**config.mk**
```make
export PLATFORM = sky130hd
export DESIGN_NAME = sadm_cell
export DESIGN_NICKNAME = d
export VERILOG_FILES = /design/src/rtl/sadm_pkg.sv /design/src/rtl/sadm_cell.sv
export SDC_FILE = /design/constraint.sdc
export NUM_CORES = 1
export LEC_CHECK = 0
export BUFFER_PORTS_ARGS = -buffer_cell sky130_fd_sc_hd__buf_4
export CORE_ASPECT_RATIO = 1.75
export CORE_UTILIZATION = 30
export CTS_CLUSTER_DIAMETER = 100
export DETAILED_ROUTE_END_ITERATION = 16
export PLACE_DENSITY = 0.51
export SKIP_CTS_REPAIR_TIMING = 1
export SLEW_MARGIN = 20
export SYNTH_ARGS = -nofsm -noshare
export SYNTH_HDL_FRONTEND = slang
export SYNTH_SLANG_ARGS = --single-unit
```
**constraint.sdc**
```tcl
create_clock -name clk -period 3.8 [get_ports clk]
set_input_delay 0.19 -clock clk [delete_from_list [all_inputs] [get_ports clk]]
set_output_delay 0.19 -clock clk [all_outputs]
set_load 0.005 [all_outputs]
```
**src/rtl/sadm_pkg.sv**
```systemverilog
// Package for the signed add/sub/mul/div unit.
// Holds operation codes, the default data width and the per-stage control bundle.
// No dependencies.
package sadm_pkg;

    localparam int DATA_WIDTH = 32;

    typedef logic [1:0] mode_t;

    localparam mode_t MODE_ADD = 2'd0;
    localparam mode_t MODE_SUB = 2'd1;
    localparam mode_t MODE_MUL = 2'd2;
    localparam mode_t MODE_DIV = 2'd3;

    typedef struct packed {
        mode_t mode;
        logic  neg;
        logic  zero;
    } ctrl_t;

endpackage

```
**src/rtl/sadm_cell.sv**
```systemverilog
// One bit step of the chain: a shift-add multiply step or a restoring divide step.
// Depends on sadm_pkg.
module sadm_cell #(
    parameter int WIDTH = sadm_pkg::DATA_WIDTH,
    parameter int IDX   = WIDTH - 1
) (
    input  logic                 clk,
    input  logic                 rst_n,
    input  logic                 in_valid,
    output logic                 in_ready,
    input  sadm_pkg::ctrl_t      in_ctrl,
    input  logic [WIDTH-1:0]     in_acc,
    input  logic [WIDTH-1:0]     in_opa,
    input  logic [WIDTH-1:0]     in_opb,
    input  logic [WIDTH-1:0]     in_quo,
    output logic                 out_valid,
    input  logic                 out_ready,
    output sadm_pkg::ctrl_t      out_ctrl,
    output logic [WIDTH-1:0]     out_acc,
    output logic [WIDTH-1:0]     out_opa,
    output logic [WIDTH-1:0]     out_opb,
    output logic [WIDTH-1:0]     out_quo
);

    logic             valid_reg;
    sadm_pkg::ctrl_t  ctrl_reg;
    logic [WIDTH-1:0] acc_reg, acc_next;
    logic [WIDTH-1:0] opa_reg;
    logic [WIDTH-1:0] opb_reg;
    logic [WIDTH-1:0] quo_reg, quo_next;
    logic [WIDTH:0]   rem_wide;
    logic [WIDTH:0]   diff;
    logic             load;

    assign in_ready = !valid_reg || out_ready;
    assign load     = in_valid && in_ready;

    // partial remainder keeps the bit shifted out at the top
    assign rem_wide = {in_acc, in_opa[IDX]};
    assign diff     = rem_wide - {1'b0, in_opb};

    always_comb
    begin
        acc_next = in_acc;
        quo_next = in_quo;
        case (in_ctrl.mode)
            sadm_pkg::MODE_MUL:
            begin
                acc_next = {in_acc[WIDTH-2:0], 1'b0} + (in_opb[IDX] ? in_opa : '0);
            end
            sadm_pkg::MODE_DIV:
            begin
                if (!diff[WIDTH])
                begin
                    acc_next = diff[WIDTH-1:0];
                    quo_next = {in_quo[WIDTH-2:0], 1'b1};
                end
                else
                begin
                    acc_next = rem_wide[WIDTH-1:0];
                    quo_next = {in_quo[WIDTH-2:0], 1'b0};
                end
            end
            default:
            begin
                acc_next = in_acc;
                quo_next = in_quo;
            end
        endcase
    end

    always_ff @(posedge clk or negedge rst_n)
    begin
        if (!rst_n)
        begin
            valid_reg <= 1'b0;
        end
        else if (in_ready)
        begin
            valid_reg <= in_valid;
        end
    end

    always_ff @(posedge clk)
    begin
        if (load)
        begin
            ctrl_reg <= in_ctrl;
            acc_reg  <= acc_next;
            opa_reg  <= in_opa;
            opb_reg  <= in_opb;
            quo_reg  <= quo_next;
        end
    end

    assign out_valid = valid_reg;
    assign out_ctrl  = ctrl_reg;
    assign out_acc   = acc_reg;
    assign out_opa   = opa_reg;
    assign out_opb   = opb_reg;
    assign out_quo   = quo_reg;

endmodule

```
==> run metrics <==
register area share after synthesis 0.456; Main synth FF type edfxtp_1; layout cell share with drive strength beyond 1 0.267; level count of the clock H-tree 4; vias per cell 4.86; path type of the worst setup path in2reg; critical path cell sequence dlygate4sd3_1, buf_4, inv_1, fa_1, a211oi_1, buf_4, o311a_1, o21a_1, o21bai_2, a311o_2, xor2_4, buf_12, mux2_2, a21oi_1, a21oi_1; Area Growth Syn to Fin 42.0%; Top Ports 270; first-pass GRT wire length 43100 um; commonest non-fill, non-tap cell in the layout buf_4; dpl ws 0.125 ns; total placed cells including tap cells 1522; height of the die 228 um; Final Cycle Share 0.934; unrepaired setup endpoints after global routing false; worst skew pair latency 0.44 ns; post-route minimum period 3.55 ns; I/O Buffers 269; Slew Viols, Final 0; First DRT Iteration DRCs 322; Post-Syn Area per Cell 9.80 um2; slowest CP cell dlygate4sd3_1; Vias 7876; synthesized area 8750 um2; dpl hpwl 22000 um; Cells after Synth 893; CTS sink cnt 133; actual slew at the worst max-slew pin 0.766 ns; final hold violations 0; Worst Path Arrival 3.72 ns; final wirelength 28700 um; Final nets 1430; pin count of the biggest net entering global routing 77; startpoint types primary input; Max-Cap Viols 0; post-route DRC violation count 0; Initial Utilization 0.306; Net Count, Synth 1093; CP endpoint kind register; CP required 3.97 ns; run status complete, no violations; Worst Path Max Fanout 21; CTS buffer count 17; initial antenna violation count 1; synth warn 0; TNS Setup 0 ns; hold crit path type in2reg; wire per inst 17.7 um; placed cell areas 11200 um2; All-Layer GR Usage 0.190; Std-Cell Rows 82; CP top delay family compound AO/OA/AOI/OAI gates; Final Cell Area 12400 um2; die area 29900 um2; Netlist cell types 60; Critical Path Max Stage Delay 0.53 ns; worst-case clock buffer depth 2; Routability Congestion 0.837; LEAKAGE 5.57 nW; Die X-Extent 131 um; core area 28600 um2; power density over the cells 364 nW/um2; CTS tree built; Clock Skew 0.00747 ns; clk slew on worst S/H paths 0.06 ns; FF+latch count, synth 133; Max rail drop VDD 303 uV; EDFF count, synth 132; Relative slew margins 0.489; CTS root buf clkbuf_16; setup violators final 0; PnR worst setup slack 0.251 ns; highest clock rate 282 MHz; vias in the first global route 7950; WP buf/inv 5; first-pass detailed-route iteration total 5; Congestion Overflow GR 0; fin cells 1622; most frequent cells in the layout buf_4 (278), nand2_1 (150), edfxtp_1 (132); fraction of registers with async set/reset 0.00752; Post-DRT Antenna Nets 0
-- cells by family after synthesis --
family,after synthesis,share of synthesized area
simple gates,304,0.153
compound gates,228,0.165
flops,133,0.456
buf+inv,80,0.0385
fa+ha+maj,64,0.0932
xor+xnor,56,0.0582
mux,28,0.0363
-- registers in the layout (all words and copies together) (netlist names) --
register,count
out_opa,32
out_valid,1
out_quo,32
out_acc,32
out_ctrl,4
out_opb,32
-- layout make-up --
cell class              count  area [um2]
well taps                 378         473
flip-flops and latches    133        3990
diodes                      1        2.50
repair buffers            348        2820
inverters                  50         188
multi-input cells         680        4430
fillers                  2812       16200
clock buffers              20         447
clock inverters            12        85.1
-- Yosys cell counts, drive strengths merged, types with 8 or more instances --
cell type,number,area [um2]
inv,50,188
ha,62,776
buf,9,70.1
a21oi,84,420
xnor2,35,307
mux2i,16,160
clkbuf,21,78.8
nand4,8,50.1
and2,32,200
edfxtp,132,3960
nand2,150,563
nand3,13,65.1
a21o,28,210
a211oi,10,75.1
nand2b,10,62.6
o211ai,9,67.6
mux2,12,158
xor2,21,203
nor2,66,248
nor3,9,45.0
o21ai,38,190
a31oi,10,62.6
-- power by group --
part	leakage (nW)	switching [mW]	internal, mW
Sequential	1.27	0.0252	1.74
Combinational	4.04	0.642	0.613
Clock	0.252	0.665	0.846
-- path summary, 6_finish.rpt --
| check | start | endpoint | slack (ns) | depth (start not counted) |
|---|---|---|---|---|
| setup / recovery | in_opb[1] | out_acc[17] | 0.25 | 15 |
| hold / removal | in_quo[10] | out_quo[11] | 0.01 | 3 |
| setup reg to reg | out_valid | out_opb[12] | 2.10 | 3 |
| hold reg to reg | out_valid | out_valid | 0.55 | 2 |
| max in group asynchronous | rst_n | out_valid | 3.66 | 2 |
| min in group asynchronous | rst_n | out_valid | 0.06 | 2 |
-- metal layers --
| metal | part of all wire | vias to the layer above | track usage | wire [um] |
|---|---|---|---|---|
| met1 | 0.36 | 3759 | 0.183 | 10300 |
| met5 | 0 | - | 0 | 0 |
| met4 | 0.023 | 0 | 0.0772 | 655 |
| li1 | - | 3890 | - | - |
| met2 | 0.58 | 193 | 0.382 | 16500 |
| met3 | 0.040 | 34 | 0.0398 | 1150 |
-- tightest hold or removal path, delay by kind of cell --
kind          cells  cell delay (ns)
buf+inv           1             0.08
simple gates      2             0.08
-- per-stage QoR --
| stage | hold WS [ns] | utilization | power (mW) |
|---|---|---|---|
| 5_1_grt | 0.00459 | 0.434 | 4.76 |
| 2_1_floorplan | -0.106 | - | 2.51 |
| 6_report | 0.0128 | 0.434 | 4.53 |
| 3_3_place_gp | -0.0343 | 0.392 | 3.00 |
| 3_5_place_dp | -0.0321 | 0.392 | 3.00 |
| 4_1_cts | -0.518 | 0.411 | 4.54 |
No activity file was read; power rests on OpenSTA's default activity.
