### src/rtl/sadm_pkg.sv
// Package for the signed add/sub/mul/div unit.
// Holds operation codes, the default data width and the per-stage control bundle.
// No dependencies.
package sadm_pkg;

    localparam int DATA_WIDTH = 32;

    typedef logic [1:0] mode_t;

    localparam mode_t MODE_ADD = 2'd0;
    localparam mode_t MODE_SUB = 2'd1;
    localparam mode_t MODE_MUL = 2'd2;
    localparam mode_t MODE_DIV = 2'd3;

    typedef struct packed {
        mode_t mode;
        logic  neg;
        logic  zero;
    } ctrl_t;

endpackage

### src/rtl/sadm_prep.sv
// Entry stage: add/sub results, operand magnitudes and sign flags for divide.
// Depends on sadm_pkg.
module sadm_prep #(
    parameter int WIDTH = sadm_pkg::DATA_WIDTH
) (
    input  logic                 clk,
    input  logic                 rst_n,
    input  logic                 in_valid,
    output logic                 in_ready,
    input  sadm_pkg::mode_t      in_mode,
    input  logic [WIDTH-1:0]     in_a,
    input  logic [WIDTH-1:0]     in_b,
    output logic                 out_valid,
    input  logic                 out_ready,
    output sadm_pkg::ctrl_t      out_ctrl,
    output logic [WIDTH-1:0]     out_acc,
    output logic [WIDTH-1:0]     out_opa,
    output logic [WIDTH-1:0]     out_opb,
    output logic [WIDTH-1:0]     out_quo
);

    logic             valid_reg;
    sadm_pkg::ctrl_t  ctrl_reg, ctrl_next;
    logic [WIDTH-1:0] acc_reg, acc_next;
    logic [WIDTH-1:0] opa_reg, opa_next;
    logic [WIDTH-1:0] opb_reg, opb_next;
    logic [WIDTH-1:0] mag_a, mag_b;
    logic             load;

    assign in_ready = !valid_reg || out_ready;
    assign load     = in_valid && in_ready;

    assign mag_a = in_a[WIDTH-1] ? (~in_a + WIDTH'(1)) : in_a;
    assign mag_b = in_b[WIDTH-1] ? (~in_b + WIDTH'(1)) : in_b;

    always_comb
    begin
        ctrl_next.mode = in_mode;
        ctrl_next.neg  = in_a[WIDTH-1] ^ in_b[WIDTH-1];
        ctrl_next.zero = (in_b == '0);
        acc_next       = '0;
        opa_next       = in_a;
        opb_next       = in_b;
        case (in_mode)
            sadm_pkg::MODE_ADD: acc_next = in_a + in_b;
            sadm_pkg::MODE_SUB: acc_next = in_a - in_b;
            sadm_pkg::MODE_DIV:
            begin
                opa_next = mag_a;
                opb_next = mag_b;
            end
            default: acc_next = '0;
        endcase
    end

    always_ff @(posedge clk or negedge rst_n)
    begin
        if (!rst_n)
        begin
            valid_reg <= 1'b0;
        end
        else if (in_ready)
        begin
            valid_reg <= in_valid;
        end
    end

    always_ff @(posedge clk)
    begin
        if (load)
        begin
            ctrl_reg <= ctrl_next;
            acc_reg  <= acc_next;
            opa_reg  <= opa_next;
            opb_reg  <= opb_next;
        end
    end

    assign out_valid = valid_reg;
    assign out_ctrl  = ctrl_reg;
    assign out_acc   = acc_reg;
    assign out_opa   = opa_reg;
    assign out_opb   = opb_reg;
    assign out_quo   = '0;

endmodule

### config.mk
export PLATFORM = sky130hd
export DESIGN_NAME = sadm_prep
export DESIGN_NICKNAME = d
export VERILOG_FILES = /design/src/rtl/sadm_pkg.sv /design/src/rtl/sadm_prep.sv
export SDC_FILE = /design/constraint.sdc
export NUM_CORES = 1
export LEC_CHECK = 0
export ABC_AREA = 1
export BUFFER_PORTS_ARGS = -buffer_cell sky130_fd_sc_hd__buf_2
export CAP_MARGIN = 20
export CORE_ASPECT_RATIO = 2
export CORE_MARGIN = 3
export CORE_UTILIZATION = 54
export CTS_CLUSTER_DIAMETER = 150
export CTS_CLUSTER_SIZE = 25
export DETAILED_ROUTE_END_ITERATION = 8
export PLACE_DENSITY = 0.82
export RECOVER_POWER = 50
export SLEW_MARGIN = 20
export SYNTH_ARGS = -nofsm -noshare
export SYNTH_HDL_FRONTEND = slang
export SYNTH_SLANG_ARGS = --single-unit
### constraint.sdc
create_clock -name clk -period 7.3 [get_ports clk]
set_input_delay 1.46 -clock clk [delete_from_list [all_inputs] [get_ports clk]]
set_output_delay 1.46 -clock clk [all_outputs]
set_load 0.02 [all_outputs]
==> run_results.csv <==
group,metric,value,unit
hold_path,min_from,"out_valid",
synth,synthTopCellsByArea,"edfxtp_1 (36%), nand2_1 (15%), inv_1 (8.1%)",
timing,skew,0.00541,ns
synth,ys_seq_area_share,35.9,%
synth,ys.flop_type,"edfxtp_1",
grt,antenna_found_initial,0,
power_and_ir_drop,p_sw_share,35.0,%
die,fp.dieH,183,µm
timing,rsz0062_at_grt,"no",
timing,relSlewSlack,-30.4,%
synth,synth_warnings,0,
drt,vias,8159,
power_and_ir_drop,combPwrFrac,31.0,%
grt,grt_max_degree,63,
status,violations,"capacitance limit, slew limit",
grt,overflow,0,
worst_setup_path,cp-end-kind,"register",
synth,avgSynthCellArea,7.17,µm²
clock_tree,cts_inserted_buffers,9,
worst_setup_path,r2r-start,"out_valid",
timing,finalCritPeriodShare,66.2,%
drt,remaining_drc_errors,0,
timing,clock.fmax,207,MHz
timing,worst_pin_slew,1.96,ns
drt,drtAntennaViolNets,0,
die,start_util,55.1,%
power_and_ir_drop,p_switching,0.000598,W
clock_tree,postCtsHoldBufs,0,
timing,fin_crit,4.83,ns
layout,diodes,0,
clock_tree,clock_latency,0.36,ns
synth,synth_top_area_share,35.7,%
grt,grt_pass1_vias,7943,
die,die_w,94.3,µm
hold_path,hold_class,"reg -> reg",
worst_setup_path,worst-path-buf-inv,4,
layout,layout-drive-gt1-share,10.3,%
drt,finalWirelength,24.8,mm
grt,grt_pass1_wl,38.1,mm
synth,synth_cell_types,44,
synth,synth_area,8420,µm²
power_and_ir_drop,power.static_leakage,4.60,nW
die,io-pin-count,204,
run,max_cap_viol_count,2,
hold_path,hold_depth,2,
worst_setup_path,critPathTopFamily,"simple AND/OR/NAND/NOR gates",
worst_setup_path,crit_slowest_cell,"nand2_2",
clock_tree,clockBufferDepth,2,
die,rows,64,
worst_setup_path,r2r_slack,4.07,ns
clock_tree,htree_levels,3,
worst_setup_path,startpoint,"in_mode[1]",
clock_tree,post_cts_buffers,0,
placed_design,gp_congestion,0.984,
power_and_ir_drop,cellInternalPower,0.00111,W
clock_tree,root_buffer,"clkbuf_16",
drt,wl_per_cell,16.1,µm
timing,totalNegativeSetupSlack,0,ns
timing,slew_viol_final,66,
worst_setup_path,critPathMaxFanout,58,
synth,synth_edf_count,100,
die,fp.dieArea,17200,µm²
placed_design,place.detailed.hpwl,20.5,mm
hold_path,hold_end,"out_valid",
worst_setup_path,cp-start-kind,"primary input",
worst_setup_path,reg2regPathDepth,3,
placed_design,port_buffers,171,
drt,drt_iter0_drc,422,
power_and_ir_drop,seqPwrFrac,41.5,%
worst_setup_path,max_stage_delay,0.75,ns
worst_setup_path,reg2reg_to,"out_opb[12]",
worst_setup_path,critPathKind,"in -> reg",
layout,final_nets,1447,
layout,syn_to_final_growth,12.3,%
synth,synthArstFlopShare,0.990,%
power_and_ir_drop,ir_worst_vdd,0.132,mV
synth,netlist_instances,1174,
power_and_ir_drop,p_total,0.00171,W
clock_tree,cts_sinks,101,
grt,grt_usage,29.2,%
clock_tree,cts_tree,"done",
synth,synth_top_area_cell,"edfxtp_1",
clock_tree,path_clk_slew,0.06,ns
worst_setup_path,cp.required,7.49,ns
worst_setup_path,cp.arrival,5.02,ns
timing,setup_viol,0,
clock_tree,cts_resized,0,
power_and_ir_drop,powerDensity,181,nW/µm²
timing,report.final.hold_viol_count,0,
drt,first_pass_iters,5,
status,status,"complete, but fails checks",
worst_setup_path,critical_path.cell_chain,"clkbuf_1, inv_4, nand2_2, inv_1, nand2_1, o21ai_0, fa_1, nand3_1, nand3_1, nand2_1, nand2_1, nand3_1, nand3_1, nand2_1, inv_1, nor2_1",
drt,vias_per_cell,5.28,
die,core,15300,µm²
synth,ys_ff_latch,101,
power_and_ir_drop,power.share.clock,27.5,%
-- registers in the layout, indices dropped and copies added, names as in the netlist --
register and flops:
out_acc 32, out_opa 32, out_opb 32, out_ctrl 4, out_valid 1
-- how the worst max path moves through the flow --
stage,end,depth (start not counted)
after floorplan,out_acc[0],2
after global placement,out_acc[24],16
after detailed placement,out_acc[24],16
after CTS,out_acc[24],16
after global routing,out_acc[30],17
final,out_acc[24],16
-- cell usage after synthesis, types with 4 or more instances --
master    number
a31oi_1        5
xnor2_1        6
nand3_4        4
and2_1         8
o21ai_0       64
clkbuf_1       7
buf_4         33
nand4_1       19
nand2_2       14
inv_2         13
o21bai_1       4
nand2_1      336
nor2_2         7
inv_1        182
nand3_1       68
o21a_1         4
nor2_4         7
a21oi_1       42
edfxtp_1     100
o21ai_1       12
xor2_1        37
buf_2          5
mux2i_1        6
ha_1          34
nor3_2         5
nor2_1       116
nor3_1        13
-- per-layer routing --
metal	track usage, %	routed length, µm
met1	28.0	8230
met3	3.18	1350
met5	0	0
met2	55.5	13400
met4	20.3	1850
-- stage by stage --
stage / cells / hold slack, ns / utilization [%] / instance area (µm²) / worst slack, ns
finish: 1544 / 0.595 / 61.9 / 9460 / 2.47
global route: 1544 / 0.634 / 61.9 / 9460 / 2.08
CTS: 1544 / 0.605 / 62.9 / 9630 / 2.80
detailed placement: 1529 / 0.591 / 61.1 / 9340 / 2.45
global placement: 1529 / 0.557 / 61.1 / 9340 / 2.44
floorplan: 1205 / 0.768 / - / 8540 / 0.380
-- power by group through the flow --
stage / clock network (W) / logic [W] / registers [W]
4_1_cts: 0.000475 / 0.000539 / 0.000709
6_report: 0.000470 / 0.000530 / 0.000710
3_5_place_dp: 0 / 0.000536 / 0.000721
5_1_grt: 0.000497 / 0.000590 / 0.000714
2_1_floorplan: 0 / 0.000328 / 0.000781
3_3_place_gp: 0 / 0.000530 / 0.000720
-- cells in the final DEF, fill, tap and decap left out, types with 14 or more instances in the layout --
master	synthesis	final
a21oi_1	42	41
buf_2	5	65
clkbuf_1	7	109
conb_1	1	32
edfxtp_1	100	100
ha_1	34	34
inv_1	182	182
nand2_1	336	337
nand2_2	14	14
nand3_1	68	68
nand4_1	19	19
nor2_1	116	117
o21ai_0	64	65
xor2_1	37	37
-- layout make-up --
class,instances,area [µm²]
fillers,1486,5830
repair buffers,174,742
clock inverters,4,50.0
clock buffers,11,233
inverters,196,738
multi-input cells,860,4420
well taps,198,248
flip-flops and latches,101,3030
-- cell families (layout without fill, tap and decap cells) --
| logic type | after synthesis | in the layout | synth area share (%) |
|---|---|---|---|
| other | 1 | 32 | 0.0445 |
| AOI/OAI and AO/OA | 138 | 138 | 8.78 |
| muxes | 6 | 6 | 0.713 |
| DFF | 101 | 101 | 35.9 |
| and+or+nand+nor | 606 | 606 | 32.0 |
| xor gates and xnor gates | 43 | 43 | 4.47 |
| buffers and inverters | 244 | 385 | 12.7 |
| adders and majority gates | 35 | 35 | 5.29 |
-- tightest hold or removal path, delay by kind of cell (launching register included) --
family,cells,cell delay (ns)
flops,1,0.41
simple gates,2,0.15
(Power assumes the default switching activity.)
