## config.mk

```make
export PLATFORM = sky130hd
export DESIGN_NAME = sadm_fin
export DESIGN_NICKNAME = d
export VERILOG_FILES = /design/src/rtl/sadm_pkg.sv /design/src/rtl/sadm_fin.sv
export SDC_FILE = /design/constraint.sdc
export NUM_CORES = 1
export LEC_CHECK = 0
export BUFFER_PORTS_ARGS = -buffer_cell sky130_fd_sc_hd__clkbuf_2
export CORE_UTILIZATION = 25
export DETAILED_ROUTE_END_ITERATION = 16
export PLACE_DENSITY = 0.52
export RECOVER_POWER = 50
export SLEW_MARGIN = 20
export SYNTH_ARGS = -nofsm -noshare
export SYNTH_HDL_FRONTEND = slang
export SYNTH_SLANG_ARGS = --single-unit
```

## constraint.sdc

```tcl
create_clock -name clk -period 2.7 [get_ports clk]
set_clock_uncertainty 0.1 [all_clocks]
set_input_delay 0.27 -clock clk [delete_from_list [all_inputs] [get_ports clk]]
set_output_delay 0.27 -clock clk [all_outputs]
set_load 0.05 [all_outputs]
```

## src/rtl/sadm_pkg.sv

```systemverilog
// Package for the signed add/sub/mul/div unit.
// Holds operation codes, the default data width and the per-stage control bundle.
// No dependencies.
package sadm_pkg;

    localparam int DATA_WIDTH = 32;

    typedef logic [1:0] mode_t;

    localparam mode_t MODE_ADD = 2'd0;
    localparam mode_t MODE_SUB = 2'd1;
    localparam mode_t MODE_MUL = 2'd2;
    localparam mode_t MODE_DIV = 2'd3;

    typedef struct packed {
        mode_t mode;
        logic  neg;
        logic  zero;
    } ctrl_t;

endpackage

```

## src/rtl/sadm_fin.sv

```systemverilog
// Exit stage: quotient sign fix, zero-divisor result and the output register.
// Depends on sadm_pkg.
module sadm_fin #(
    parameter int WIDTH = sadm_pkg::DATA_WIDTH
) (
    input  logic                 clk,
    input  logic                 rst_n,
    input  logic                 in_valid,
    output logic                 in_ready,
    input  sadm_pkg::ctrl_t      in_ctrl,
    input  logic [WIDTH-1:0]     in_acc,
    input  logic [WIDTH-1:0]     in_quo,
    output logic                 out_valid,
    input  logic                 out_ready,
    output logic [WIDTH-1:0]     out_result
);

    logic             valid_reg;
    logic [WIDTH-1:0] result_reg, result_next;
    logic             load;

    assign in_ready = !valid_reg || out_ready;
    assign load     = in_valid && in_ready;

    always_comb
    begin
        result_next = in_acc;
        if (in_ctrl.mode == sadm_pkg::MODE_DIV)
        begin
            if (in_ctrl.zero)
            begin
                result_next = '0;
            end
            else if (in_ctrl.neg)
            begin
                result_next = ~in_quo + WIDTH'(1);
            end
            else
            begin
                result_next = in_quo;
            end
        end
    end

    always_ff @(posedge clk or negedge rst_n)
    begin
        if (!rst_n)
        begin
            valid_reg <= 1'b0;
        end
        else if (in_ready)
        begin
            valid_reg <= in_valid;
        end
    end

    always_ff @(posedge clk)
    begin
        if (load)
        begin
            result_reg <= result_next;
        end
    end

    assign out_valid  = valid_reg;
    assign out_result = result_reg;

endmodule

```

==> impl_metrics.env, run 1 <==
export IMPL_ys_async_sr_fraction=0.0303
export IMPL_synth_area_sq_um=2450
export IMPL_antenna_left=0
export IMPL_filler_cell_count=1035
export IMPL_mostFrequentLayoutCells="72 x clkbuf_2, 37 x clkbuf_1, 32 x edfxtp_1"
export IMPL_grt_pass1_wl_um=12800
export IMPL_grt_use_total=0.164
export IMPL_peakVddDrop_uv=178
export IMPL_critPathMaxFanout=15
export IMPL_synth_edf_count=32
export IMPL_rsz0062_at_grt="no"
export IMPL_cts_tree="yes"
export IMPL_cts_max_level=2
export IMPL_die_area_sq_um=10200
export IMPL_wl_per_cell_um=16.4
export IMPL_areaGrowthSynthToFinish_pct=30.3
export IMPL_cp_arrival_ps=2380
export IMPL_dieWidth_um=101
export IMPL_io_buffers=105
export IMPL_worst_pin_slew_ps=1190
export IMPL_syn_area_per_cell_sq_um=9.03
export IMPL_synthCells=271
export IMPL_nets=446
export IMPL_grt_antenna_before_repair=0
export IMPL_cp_common_cell="or4_1"
export IMPL_rows=35
export IMPL_setup_tns_ps=0
export IMPL_cts_sinks=33
export IMPL_post_cts_resized=0
export IMPL_grt_pass1_vias=2523
export IMPL_fmax_mhz=432
export IMPL_clock_path_buffers=2
export IMPL_grt_max_degree=33
export IMPL_clkTransAtPathRegs_ps=80
export IMPL_crit_type="input pin to flop"
export IMPL_dr_first_iter_drc_count=70
export IMPL_core_area_sq_um=9370
export IMPL_totalWireLength_um=8240
export IMPL_clock_latency_ps=280
export IMPL_drt_pass1_iter_count=4
export IMPL_clockRootBuffer="clkbuf_8"
export IMPL_final_common_cell="clkbuf_2"
export IMPL_relSlewSlack=0.205
export IMPL_outcome="completed"
export IMPL_setup_violations=0
export IMPL_synthDistinctLibCells=46
export IMPL_timing_hold_violations_final=0
export IMPL_die_height_um=101
export IMPL_crit_path_cell_trace="clkbuf_2 > or4_1 > or4_1 > or4_1 > nand3_1"
export IMPL_hold_class="input pin to flop"
export IMPL_finalCritPeriodShare=0.858
export IMPL_yosysWarnings=0
export IMPL_dp_hpwl_um=5970
export IMPL_cp_slowest_cell="or4_1"
export IMPL_required_ps=2760
export IMPL_vias=2636
export IMPL_ys_ff_latch=33
export IMPL_cts_buffers=5
export IMPL_routed_via_density=5.24
export IMPL_diodes=0
export IMPL_fin_util=0.340
export IMPL_start_util=0.261
export IMPL_finalCriticalPeriod_ps=2320
export IMPL_drcViolationCount=0
export IMPL_drv_slew=0
export IMPL_ys_flop_type="edfxtp_1"
export IMPL_gr_total_overflow=0
export IMPL_drive_above_1_share=0.249
export IMPL_routabilityCongestion=0.779
export IMPL_maxCapViolCount=0
export IMPL_p_leak_nw=1.17
export IMPL_end_kind="flop"
export IMPL_max_stage_delay_ps=740
export IMPL_synth_fp_nets=344
export IMPL_ys_seq_area_frac=0.403
export IMPL_start_kind="input pin"
export IMPL_power_density_nw_per_um2=439
export IMPL_io_pins=106
[power breakdown]
group          internal (mW)  total, mW  switching (mW)
Sequential             0.607      0.616         0.00924
Clock                  0.208      0.394           0.186
Combinational          0.114      0.391           0.277
Total                  0.929       1.40           0.472
[cell type report]
cell class | count | area (sq um) | share of cell area
clock buffers | 8 | 90.1 | 0.0283
multi-input cells | 208 | 1340 | 0.422
flip-flops and latches | 33 | 986 | 0.309
repair buffers | 119 | 584 | 0.183
well taps | 129 | 161 | 0.0506
inverters | 6 | 22.5 | 0.00706
[state kept, by name (all words and copies together) (netlist names)]
name        cells
out_result     32
out_valid       1
[kinds of logic after synthesis]
family / count (synthesis) / share of synthesized area
AOI/OAI and AO/OA: 70 / 0.204
and+or+nand+nor: 123 / 0.290
DFF: 33 / 0.403
adders and majority gates: 1 / 0.00511
muxes: 1 / 0.00409
buffers and inverters: 30 / 0.0476
xor gates and xnor gates: 13 / 0.0465
[synthesized netlist by cell type, types with 4 or more instances]
library cell | instances | area (sq um)
o21ai_0 | 20 | 100
nand4_1 | 4 | 25.0
or3_1 | 6 | 37.5
xor2_1 | 12 | 105
inv_1 | 6 | 22.5
or4_1 | 15 | 113
nand3b_1 | 6 | 45.0
a21oi_1 | 7 | 35.0
nand2b_1 | 9 | 56.3
nor2_1 | 10 | 37.5
clkbuf_1 | 16 | 60.1
nand2_1 | 23 | 86.3
buf_1 | 5 | 18.8
nor3_1 | 9 | 45.0
a32o_1 | 4 | 40.0
o41ai_1 | 4 | 35.0
nand3_1 | 17 | 85.1
nor4_1 | 8 | 50.1
a32oi_1 | 6 | 52.6
edfxtp_1 | 32 | 961
o31ai_1 | 9 | 67.6
[through the flow]
stage	cells	hold slack [ps]	setup slack, ps	total power, mW	cell area [sq um]
final	503	91.8	383	1.40	3190
after global routing	503	88.6	297	1.47	3190
after CTS	503	86.5	385	1.43	3240
after detailed placement	494	-51.8	87.1	1.03	3140
after global placement	494	-54.3	85.1	1.02	3140
after floorplan	271	-126	272	0.878	2450
[critical path, delay by kind of cell]
kind	cells	cell delay, ps
buf+inv	1	100
simple gates	4	2000
[routing by layer]
layer  vias to the layer above  part of all wire  global-route usage
met1                      1246              0.47               0.220
met4                         0             0.023              0.0569
met2                        93              0.44               0.261
met3                        16             0.061              0.0347
li1                       1281                 -                   -
met5                         -                 0                   0
[timing repair]
item | 4_1_cts | 5_1_grt
buffers inserted | 0 | 0
endpoints found under the hold margin | 1 | 0
hold buffers | 1 | 0
[path summary, 6_finish.rpt]
| check | startpoint | endpoint | slack (ps) | depth (start not counted) |
|---|---|---|---|---|
| setup / recovery | in_quo[6] | out_result[30] | 380 | 5 |
| hold / removal | in_valid | out_valid | 90 | 2 |
| setup reg to reg | out_valid | out_result[22] | 930 | 3 |
| hold reg to reg | out_valid | out_valid | 440 | 2 |
| max in group asynchronous | rst_n | out_valid | 2210 | 2 |
| min in group asynchronous | rst_n | out_valid | 200 | 2 |
Note: power is estimated with default switching activity, not from simulation.
==> run 2: changes to the inputs <==
RECOVER_POWER = default   (was 50)
==> impl_metrics.env, run 2 (synthesis gave the netlist of run 1 again) <==
export IMPL_mostFrequentLayoutCells="105 x clkbuf_2, 32 x edfxtp_1, 23 x nand2_1"
export IMPL_drv_slew=0
export IMPL_place_area_sq_um=3140
export IMPL_die_area_sq_um=10200
export IMPL_peakVddDrop_uv=181
export IMPL_clock_latency_ps=280
export IMPL_gr_total_overflow=0
export IMPL_wl_per_cell_um=16.3
export IMPL_whs_ps=88.9
export IMPL_crit_type="input pin to flop"
export IMPL_largest_register_ff_count=32
export IMPL_cts_tree="yes"
export IMPL_areaGrowthSynthToFinish_pct=32.3
export IMPL_timing_hold_violations_final=0
export IMPL_setup_tns_ps=0
export IMPL_stdcell_area_sq_um=3240
export IMPL_r2r_cells=3
export IMPL_clock_path_buffers=2
export IMPL_required_ps=2760
export IMPL_die_height_um=101
export IMPL_cp_arrival_ps=2380
export IMPL_drt_pass1_iter_count=4
export IMPL_antenna_left=0
export IMPL_vias=2599
export IMPL_worstHoldPathCells=2
export IMPL_power_density_nw_per_um2=436
export IMPL_filler_cell_count=1016
export IMPL_core_area_sq_um=9370
export IMPL_p_leak_nw=1.27
export IMPL_cts_sinks=33
export IMPL_clockRootBuffer="clkbuf_8"
export IMPL_end_kind="flop"
export IMPL_holdPathEnd="out_valid"
export IMPL_dr_first_iter_drc_count=86
export IMPL_rsz0062_at_grt="no"
export IMPL_nets=446
export IMPL_io_buffers=105
export IMPL_grt_max_degree=33
export IMPL_reg2reg_slack_ps=1230
export IMPL_routabilityCongestion=0.779
export IMPL_finalCriticalPeriod_ps=2320
export IMPL_diodes=0
export IMPL_start_kind="input pin"
export IMPL_critPathMaxFanout=15
export IMPL_dp_hpwl_um=5970
export IMPL_drive_above_1_share=0.342
export IMPL_final_common_cell="clkbuf_2"
export IMPL_routed_via_density=5.17
export IMPL_cts_buffers=5
export IMPL_power_total_mw=1.41
export IMPL_io_pins=106
export IMPL_worst_pin_slew_ps=886
export IMPL_grt_pass1_vias=2523
export IMPL_maxCapViolCount=0
export IMPL_grt_use_total=0.164
export IMPL_finalCritPeriodShare=0.859
export IMPL_drcViolationCount=0
export IMPL_dieWidth_um=101
export IMPL_fmax_mhz=431
export IMPL_grt_antenna_before_repair=0
export IMPL_totalWireLength_um=8200
export IMPL_cts_max_level=2
export IMPL_rr_startpoint="out_valid"
export IMPL_clkTransAtPathRegs_ps=80
export IMPL_hp_start="in_valid"
export IMPL_hold_class="input pin to flop"
export IMPL_rows=35
export IMPL_timing_rr_end="out_result[22]"
export IMPL_setup_violations=0
export IMPL_outcome="completed"
export IMPL_relSlewSlack=0.409
export IMPL_grt_pass1_wl_um=12800
export IMPL_start_util=0.261
## run 2: cell count changes in the layout (fill, tap and decap cells not counted), sizes merged
cell / previous run / this run
buf: 11 / 13
clkbuf: 115 / 113
## run 2: power by group
part	switching, mW	total (mW)	internal (mW)
logic	0.276	0.399	0.124
registers	0.00945	0.616	0.606
clock network	0.188	0.396	0.208
total	0.473	1.41	0.938
## run 2: metal layers
metal,share of wire,up-vias,GRT usage
met1,0.47,1208,0.220
met4,0.020,0,0.0569
met2,0.44,94,0.261
met5,0,-,0
met3,0.065,14,0.0347
li1,-,1283,-
## run 2: metrics by stage
step	instances	setup WS, ps	utilization
after floorplan	271	272	-
after global placement	494	85.1	0.335
after detailed placement	494	87.1	0.335
after CTS	503	385	0.345
after global routing	503	297	0.345
final	503	379	0.345
## run 2: area by class of cell
class	count	area (sq um)	share of cell area
multi-input cells	208	1340	0.415
flip-flops and latches	33	986	0.305
repair buffers	119	633	0.196
well taps	129	161	0.0499
clock buffers	8	90.1	0.0278
inverters	6	22.5	0.00696
## run 2: worst max path at each step
stage / from / endpoint / slack [ps] / depth (start not counted)
detailed placement: in_quo[6] / out_result[30] / 90 / 5
floorplan: out_valid / out_result[0] / 270 / 2
CTS: in_quo[6] / out_result[30] / 390 / 5
global placement: in_quo[6] / out_result[30] / 90 / 5
finish: in_quo[16] / out_result[30] / 380 / 5
global route: in_quo[16] / out_result[29] / 300 / 5
## run 2: timing repair
action,CTS,global route
endpoints found under the hold margin,1,0
resized for setup,0,0
hold buffers,1,0
buffers inserted,0,0
## run 2: critical path, cell delays in order
cell,delay [ps]
clkbuf_2,120
or4_1,610
or4_1,690
or4_1,590
nand3_1,90
==> run 3: changes to the inputs <==
CORE_MARGIN = 4   (was default)
==> impl_metrics.env, run 3 (synthesis gave the netlist of run 1 again) <==
export IMPL_cp_common_cell="or4_1"
export IMPL_antenna_left=0
export IMPL_diodes=0
export IMPL_cts_tree="yes"
export IMPL_mostFrequentLayoutCells="105 x clkbuf_2, 32 x edfxtp_1, 23 x nand2_1"
export IMPL_finalCriticalPeriod_ps=2300
export IMPL_clkTransAtPathRegs_ps=80
export IMPL_start_util=0.261
export IMPL_drv_slew=0
export IMPL_grt_pass1_vias=2506
export IMPL_dp_hpwl_um=6230
export IMPL_post_cts_resized=0
export IMPL_peakVddDrop_uv=194
export IMPL_drive_above_1_share=0.347
export IMPL_drt_pass1_iter_count=4
export IMPL_fmax_mhz=435
export IMPL_routabilityCongestion=0.813
export IMPL_nets=447
export IMPL_dieWidth_um=107
export IMPL_timing_hold_violations_final=0
export IMPL_start_kind="input pin"
export IMPL_io_pins=106
export IMPL_grt_pass1_wl_um=13200
export IMPL_critical_path_buf_inv_count=1
export IMPL_core_area_sq_um=9370
export IMPL_crit_family="simple AND/OR/NAND/NOR gates"
export IMPL_power_total_mw=1.39
export IMPL_dr_first_iter_drc_count=167
export IMPL_setup_tns_ps=0
export IMPL_crit_path_cell_trace="clkbuf_2 > or4_1 > or4_1 > or4_1 > nand3_1"
export IMPL_gr_total_overflow=0
export IMPL_max_stage_delay_ps=730
export IMPL_io_buffers=105
export IMPL_end_kind="flop"
export IMPL_p_leak_nw=1.28
export IMPL_postCtsHoldBufs=1
export IMPL_die_height_um=107
export IMPL_required_ps=2760
export IMPL_critPathMaxFanout=15
export IMPL_hold_class="input pin to flop"
export IMPL_die_area_sq_um=11400
export IMPL_routed_via_density=5.14
export IMPL_clock_path_buffers=2
export IMPL_wl_per_cell_um=16.7
export IMPL_power_density_nw_per_um2=430
export IMPL_clockRootBuffer="clkbuf_8"
export IMPL_fin_util=0.345
export IMPL_setup_violations=0
export IMPL_drcViolationCount=0
export IMPL_cts_sinks=33
export IMPL_clock_latency_ps=280
export IMPL_cts_buffers=5
export IMPL_outcome="completed"
export IMPL_areaGrowthSynthToFinish_pct=32.3
export IMPL_cts_max_level=2
export IMPL_grt_use_total=0.147
export IMPL_rows=35
export IMPL_cts_setup_buffers=0
export IMPL_cp_slowest_cell="or4_1"
export IMPL_maxCapViolCount=0
export IMPL_final_common_cell="clkbuf_2"
export IMPL_vias=2590
export IMPL_grt_max_degree=33
export IMPL_finalCritPeriodShare=0.852
export IMPL_worst_pin_slew_ps=747
export IMPL_largest_register_ff_count=32
export IMPL_crit_type="input pin to flop"
export IMPL_relSlewSlack=0.502
export IMPL_cp_arrival_ps=2370
export IMPL_totalWireLength_um=8400
export IMPL_rsz0062_at_grt="no"
export IMPL_grt_antenna_before_repair=0
-- run 3: worst paths after layout --
path                       startpoint              to  slack [ps]  depth (start not counted)
min                          in_valid       out_valid          80                          2
max in group asynchronous       rst_n       out_valid        2220                          2
max                         in_quo[6]  out_result[30]         400                          5
max reg2reg                 out_valid   out_result[9]        1220                          3
min reg2reg                 out_valid       out_valid         430                          2
min in group asynchronous       rst_n       out_valid         190                          2
-- run 3: routing by layer --
metal / part of all wire / wire length (um) / up-vias / track usage
met4: 0.0083 / 70 / 0 / 0.0274
li1: - / - / 1277 / -
met3: 0.073 / 613 / 5 / 0.0367
met1: 0.46 / 3850 / 1213 / 0.208
met2: 0.46 / 3870 / 95 / 0.228
met5: 0 / 0 / - / 0
-- run 3: area by class of cell --
class | count | area, sq um
sequential | 33 | 986
clock inverter | 2 | 10.0
tap | 129 | 161
timing repair buffer | 120 | 641
fill | 1022 | 6130
inverter | 6 | 22.5
multi-input combinational | 208 | 1340
clock buffer | 6 | 72.6
-- run 3: stage by stage --
stage | hold WS, ps | setup slack, ps | std cells | area [sq um]
3_3_place_gp | -54.6 | 82.6 | 495 | 3140
4_1_cts | 77.7 | 382 | 504 | 3240
6_report | 83.3 | 399 | 504 | 3240
2_1_floorplan | -126 | 272 | 271 | 2450
3_5_place_dp | -51.8 | 85.1 | 495 | 3140
5_1_grt | 91.6 | 322 | 504 | 3240
-- run 3: report_power, final --
part	switching, mW	internal [mW]	leakage (nW)
Clock	0.199	0.179	0.0450
Combinational	0.275	0.124	0.915
Sequential	0.00930	0.606	0.319
